File: src/kuf_pkg.sv
// ----------------------------------------------------------------------------
// kuf_pkg
// Shared widths, codes and controller/datapath interface types for the
// union-find engine.
// ----------------------------------------------------------------------------
package kuf_pkg;

    localparam int NODE_W   = 10;
    localparam int WEIGHT_W = 16;
    localparam int COST_W   = 32;
    localparam int RANK_W   = 4;

    localparam logic [RANK_W-1:0] RANK_MAX = 4'd15;
    localparam logic [COST_W-1:0] COST_MAX = 32'hFFFF_FFFF;

    // table read address select
    typedef enum logic [1:0] {
        RS_NA = 2'd0,
        RS_NB = 2'd1,
        RS_UP = 2'd2
    } t_rsel;

    // table write operation
    typedef enum logic [2:0] {
        MOP_NONE     = 3'd0,
        MOP_CLEAR    = 3'd1,
        MOP_COMPRESS = 3'd2,
        MOP_LINK     = 3'd3,
        MOP_BUMP     = 3'd4
    } t_mop;

    typedef struct packed {
        logic  capture;
        logic  rd_en;
        t_rsel rsel;
        logic  root_a;
        logic  root_b;
        t_mop  mop;
        logic  add_cost;
        logic  clear_cost;
        logic  load_out;
        logic  clr_start;
    } t_cmd;

    typedef struct packed {
        logic restart;
        logic in_range;
        logic at_root;
        logic up_is_top;
        logic na_is_cur;
        logic nb_is_cur;
        logic same_root;
        logic rank_eq;
        logic clr_last;
    } t_sts;

endpackage

File: src/kuf_ctrl.sv
// ----------------------------------------------------------------------------
// kuf_ctrl
// Sequencer of the union-find engine: table clear, two root walks with
// path compression, union by rank and result hand-off.
// ----------------------------------------------------------------------------
module kuf_ctrl (
    input  logic          i_clk,
    input  logic          i_rst_n,
    input  logic          i_valid,
    output logic          o_ready,
    output logic          o_valid,
    input  logic          i_ready,
    output kuf_pkg::t_cmd o_cmd,
    input  kuf_pkg::t_sts i_sts
);

    typedef enum logic [10:0] {
        S_CLEAR = 11'b000_0000_0001,
        S_IDLE  = 11'b000_0000_0010,
        S_CHK   = 11'b000_0000_0100,
        S_FA    = 11'b000_0000_1000,
        S_CA    = 11'b000_0001_0000,
        S_SB    = 11'b000_0010_0000,
        S_FB    = 11'b000_0100_0000,
        S_CB    = 11'b000_1000_0000,
        S_UNION = 11'b001_0000_0000,
        S_BUMP  = 11'b010_0000_0000,
        S_DONE  = 11'b100_0000_0000
    } t_state;

    t_state r_state;
    t_state n_state;
    logic   r_out_valid;
    logic   n_out_valid;
    logic   out_free;

    assign out_free = !r_out_valid || i_ready;

    always_comb begin
        n_state       = r_state;
        o_cmd         = '0;
        o_cmd.rsel    = kuf_pkg::RS_UP;
        o_cmd.mop     = kuf_pkg::MOP_NONE;
        case (r_state)
            S_CLEAR: begin
                o_cmd.mop = kuf_pkg::MOP_CLEAR;
                if (i_sts.clr_last) begin
                    n_state = S_IDLE;
                end
            end
            S_IDLE: begin
                if (i_valid) begin
                    o_cmd.capture = 1'b1;
                    n_state       = S_CHK;
                end
            end
            S_CHK: begin
                if (i_sts.restart) begin
                    o_cmd.clear_cost = 1'b1;
                    n_state          = S_DONE;
                end else if (!i_sts.in_range) begin
                    n_state = S_DONE;
                end else begin
                    o_cmd.rd_en = 1'b1;
                    o_cmd.rsel  = kuf_pkg::RS_NA;
                    n_state     = S_FA;
                end
            end
            S_FA: begin
                if (i_sts.at_root) begin
                    o_cmd.root_a = 1'b1;
                    if (i_sts.na_is_cur) begin
                        n_state = S_SB;
                    end else begin
                        o_cmd.rd_en = 1'b1;
                        o_cmd.rsel  = kuf_pkg::RS_NA;
                        n_state     = S_CA;
                    end
                end else begin
                    o_cmd.rd_en = 1'b1;
                end
            end
            S_CA: begin
                o_cmd.mop = kuf_pkg::MOP_COMPRESS;
                if (i_sts.up_is_top) begin
                    n_state = S_SB;
                end else begin
                    o_cmd.rd_en = 1'b1;
                end
            end
            S_SB: begin
                o_cmd.rd_en = 1'b1;
                o_cmd.rsel  = kuf_pkg::RS_NB;
                n_state     = S_FB;
            end
            S_FB: begin
                if (i_sts.at_root) begin
                    o_cmd.root_b = 1'b1;
                    if (i_sts.nb_is_cur) begin
                        n_state = S_UNION;
                    end else begin
                        o_cmd.rd_en = 1'b1;
                        o_cmd.rsel  = kuf_pkg::RS_NB;
                        n_state     = S_CB;
                    end
                end else begin
                    o_cmd.rd_en = 1'b1;
                end
            end
            S_CB: begin
                o_cmd.mop = kuf_pkg::MOP_COMPRESS;
                if (i_sts.up_is_top) begin
                    n_state = S_UNION;
                end else begin
                    o_cmd.rd_en = 1'b1;
                end
            end
            S_UNION: begin
                if (i_sts.same_root) begin
                    n_state = S_DONE;
                end else begin
                    o_cmd.mop      = kuf_pkg::MOP_LINK;
                    o_cmd.add_cost = 1'b1;
                    n_state        = i_sts.rank_eq ? S_BUMP : S_DONE;
                end
            end
            S_BUMP: begin
                o_cmd.mop = kuf_pkg::MOP_BUMP;
                n_state   = S_DONE;
            end
            S_DONE: begin
                if (out_free) begin
                    o_cmd.load_out = 1'b1;
                    if (i_sts.restart) begin
                        o_cmd.clr_start = 1'b1;
                        n_state         = S_CLEAR;
                    end else begin
                        n_state = S_IDLE;
                    end
                end
            end
            default: begin
                n_state = S_IDLE;
            end
        endcase
    end

    always_comb begin
        n_out_valid = r_out_valid;
        if (o_cmd.load_out) begin
            n_out_valid = 1'b1;
        end else if (i_ready) begin
            n_out_valid = 1'b0;
        end
    end

    always_ff @(posedge i_clk) begin
        if (!i_rst_n) begin
            r_state     <= S_CLEAR;
            r_out_valid <= 1'b0;
        end else begin
            r_state     <= n_state;
            r_out_valid <= n_out_valid;
        end
    end

    assign o_ready = r_state == S_IDLE;
    assign o_valid = r_out_valid;

endmodule

File: config.mk
export PLATFORM = sky130hd
export DESIGN_NAME = kuf_ctrl
export DESIGN_NICKNAME = d
export VERILOG_FILES = /design/src/kuf_pkg.sv /design/src/kuf_ctrl.sv
export SDC_FILE = /design/constraint.sdc
export NUM_CORES = 1
export LEC_CHECK = 0
export BUFFER_PORTS_ARGS = -buffer_cell sky130_fd_sc_hd__buf_2
export CORE_UTILIZATION = 35
export CTS_BUF_LIST = sky130_fd_sc_hd__clkbuf_4
export CTS_CLUSTER_SIZE = 12
export DETAILED_ROUTE_END_ITERATION = 16
export GPL_TIMING_DRIVEN = 0
export PLACE_DENSITY_LB_ADDON = 0.3
export SLEW_MARGIN = 20
export SYNTH_ARGS = -nofsm -noshare
export SYNTH_HDL_FRONTEND = slang
export SYNTH_SLANG_ARGS = --single-unit
File: constraint.sdc
create_clock -name i_clk -period 1.9 [get_ports i_clk]
set_clock_uncertainty 0.15 [all_clocks]
set_input_delay 0.19 -clock i_clk [delete_from_list [all_inputs] [get_ports i_clk]]
set_output_delay 0.19 -clock i_clk [all_outputs]
set_load 0.05 [all_outputs]
== Word level (Yosys, flattened, before mapping) ==
Index checks and enable logic that the tools add are counted.

* Register bits: 12
* Input port bits: 13
* Word-level logic and storage cells: 65

* Eq/ne operators: 18
* Muxes and demuxes: 40
* Reduce and logical (&&, ||, !) cells: 5

{| class="wikitable"
|+ Operators by type and width
! cell !! number
|-
| $mux W11 || 11
|-
| $pmux W11 S11 || 1
|-
| $mux W3 || 6
|-
| $ne A2 B2 Y1 const B || 7
|-
| $mux W1 || 13
|-
| $pmux W3 S4 || 1
|-
| $eq A11 B1 Y1 const B || 1
|-
| $eq A11 B10 Y1 const B || 1
|-
| $eq A11 B11 Y1 const B || 1
|-
| $eq A11 B2 Y1 const B || 1
|-
| $eq A11 B3 Y1 const B || 1
|-
| $eq A11 B4 Y1 const B || 1
|-
| $eq A11 B5 Y1 const B || 1
|-
| $eq A11 B6 Y1 const B || 1
|-
| $eq A11 B7 Y1 const B || 1
|-
| $eq A11 B8 Y1 const B || 1
|-
| $eq A11 B9 Y1 const B || 1
|-
| $mux W9 || 1
|-
| $mux W2 || 4
|-
| $pmux W2 S4 || 1
|-
| $reduce_and A7 Y1 || 1
|-
| $mux W6 || 1
|-
| $pmux W1 S5 || 1
|-
| $reduce_bool A2 Y1 || 1
|-
| other kinds (3) || 3
|}

== Logic depth before layout (Yosys ltp) ==
* Depth after elaboration: 5
* Depth in mapped cells: 6

== Worst setup path before layout ==
OpenSTA, ideal clock, no wires.

* Kind: reg-to-output
* Start: register r_state[4]
* End: output o_cmd[12] in the netlist's numbering
* Arrival: 2623 ps
* Data required time: 1560 ps
* Setup slack: -1063 ps
* Cell stages (with the launch flop): 5
* Cells stage by stage: dfxtp_1 -> buf_2 -> or4_4 -> nor4_2 -> and2_1

{| class="wikitable"
|+ RTL lines
! item !! line !! source
|-
| from (decl) || kuf_ctrl.sv:31 || <nowiki>t_state r_state;</nowiki>
|-
| from (signal assigned) || kuf_ctrl.sv:162 || <nowiki>r_state <= n_state;</nowiki>
|-
| to (decl) || kuf_ctrl.sv:13 || <nowiki>output kuf_pkg::t_cmd o_cmd,</nowiki>
|}

==> results.yml <==
routing:
  wl_per_cell_microns: 18.04
  drc: 0
  via_per_inst: 5.842
  vias: 1291
  first_pass_iters: 4
  drt-total-wl_microns: 3986
  drtIter0Drc: 49
  ant_nets: 0
power:
  finalPower_uw: 696.9
  peakVddDrop_mv: 0.3859
  p_leak_nw: 0.7520
  pwr_density_cell_nw_per_um2: 361.7
logic_synthesis:
  synthFlopType: "dfxtp_1"
  synth_top_area_share_pct: 24.09
  synth_enable_flop_cells: 0
  syn_area_sq_um: 997.2
  ys_seq_area_share_pct: 24.09
  synth_area_leader_cell: "dfxtp_1"
  synthesis.nets: 140
  syn_area_per_cell_sq_um: 7.852
  synthTopCellsByArea: "dfxtp_1, nor2_1, nor4_4"
  ys_warn_count: 0
  ys_ff_latch: 12
  yosysUniqueCellTypes: 47
  ys_async_sr_fraction_pct: 0
  synth_common_cells: "dfxtp_1, nor2_1, nand2_1"
  synth_cells: 127
sta:
  tns_ps: -7473
  final-hold-violation-count: 0
  period_share_pct: 127.2
  rsz0062_at_grt: "true"
  worst_pin_slew_ps: 478.4
  holdWs_ps: 6.596
  finalCriticalPeriod_ps: 2416
  setup_ws_ps: -516.4
  max_freq_mhz: 413.8
  slew_headroom_pct: 68.08
  finalSetupViolCount: 25
  drv_slew: 0
global_route:
  overflow: 0
  grt_pass1_wl_microns: 5830
  first_global_vias: 1270
  grt_max_degree: 11
  antenna_found_initial: 0
  grt_use_total_pct: 23.80
place:
  dp.cells: 184
  dp_hpwl_microns: 2297
  io_buffers: 27
  dpl_worst_slack_ps: -728.5
  place_congestion: 0.8878
finish:
  area_growth_pct: 93.22
  finalNonFillerCells: 221
  drive_gt1_share_pct: 66.49
  seq_area_sq_um: 261.5
  final_nets: 205
  fill_cells: 178
  n_antenna_cell: 0
  multi_input_area_sq_um: 979.7
clock_network:
  path_clk_slew_ps: 80
  cts_buffers: 3
  cts-root-buf: "clkbuf_4"
  insertion_delay_ps: 280
  cts_max_level: 1
  clock-sinks: 12
  clk_path_buf_depth: 2
  tritoncts: "built"
floorplan:
  die_w_microns: 55.38
  die_h_microns: 55.38
  start_util_pct: 38.50
  pin_count: 28
  coreArea_sq_um: 2590
  rows: 18
  die_area_sq_um: 3066
outcome:
  status: "finished, violations left"
  violations: "setup timing"
worst_setup_path:
  cp.required_ps: 1560
  cp-start-kind: "register"
  timing.rr.start: "r_state[3]"
  critPathKind: "register to primary output"
  critPathLaunch: "r_state[4]"
  crit_fanout: 6
  cp.arrival_ps: 2080
  endpoint_kind: "primary output"
min_path:
  hold_start: "i_rst_n"
  hold_class: "input port to register"
job:
  maxCapViolCount: 0
[cells by family after synthesis]
| group | Yosys count | synth area share [%] |
|---|---|---|
| xor gates and xnor gates | 3 | 2.635 |
| buffers and inverters | 9 | 4.893 |
| muxes | 1 | 1.004 |
| AOI/OAI and AO/OA | 30 | 22.21 |
| and+or+nand+nor | 72 | 45.17 |
| DFF | 12 | 24.09 |
[where the power goes]
group          leakage (nW)  internal [mW]  switching, mW
clock network        0.0154         0.0764         0.0901
registers             0.102          0.254         0.0121
logic                 0.635          0.129          0.134
[worst paths after layout]
check | depth (start not counted) | to | slack [ps]
max reg2reg | 9 | r_state[4] | -340
min reg2reg | 2 | r_state[3] | 420
max | 8 | o_cmd[10] | -520
min | 3 | r_state[9] | 7
[metrics by stage]
step,util [%],area (sq um)
floorplan,-,1105
global placement,49.32,1277
detailed placement,49.32,1277
CTS,65.17,1688
global route,74.40,1927
finish,74.40,1927
[layout make-up]
cell class | count | area share (%)
multi-input combinational | 106 | 50.84
timing repair buffer | 63 | 30.26
sequential | 12 | 13.57
tap | 30 | 1.948
buffer | 3 | 1.234
clock buffer | 3 | 1.169
inverter | 3 | 0.7792
clock inverter | 1 | 0.1948
[placed cells by master, fill, tap and decap left out, types with 3 or more instances in the layout]
cell | Yosys | routed
buf_4 | 1 | 25
buf_6 | 1 | 15
buf_2 | 3 | 13
buf_8 | 0 | 12
nor2_1 | 12 | 6
nor4_4 | 2 | 5
and2_4 | 0 | 5
nand2_2 | 0 | 5
nor2_4 | 0 | 5
nand2b_1 | 5 | 5
a21oi_1 | 8 | 5
dfxtp_1 | 12 | 5
dfxtp_4 | 0 | 5
nand2_1 | 11 | 4
o21ai_1 | 3 | 4
nor3_1 | 6 | 4
o21ai_2 | 0 | 3
a21oi_2 | 0 | 3
clkbuf_4 | 0 | 3
[worst max-delay path, stage by stage, from the launching register on]
cell	delay (ps)
dfxtp_4	370
nor4_4	380
nand2_2	180
buf_4	170
buf_6	110
nor2_4	100
nand2_1	160
o2111ai_4	140
buf_6	180
[layer usage]
metal	part of all wire, %	GRT usage, %	vias up	routed length [microns]
met5	0	0	-	0
met1	40	29.23	618	1609
met4	3.5	9.643	0	138
met3	4.7	2.576	13	189
li1	-	-	608	-
met2	51	42.00	52	2048
[state kept, by name, summed over array words and instances (netlist names)]
register  count
o_valid       1
r_state      11
[what timing repair did]
action | CTS | global route
pin swaps | 24 | 23
setup endpoints to repair | 24 | 24
resized for setup | 63 | 43
buffers inserted | 23 | 15
hold buffers | 0 | 0
Note: power is estimated with default switching activity, not from simulation.
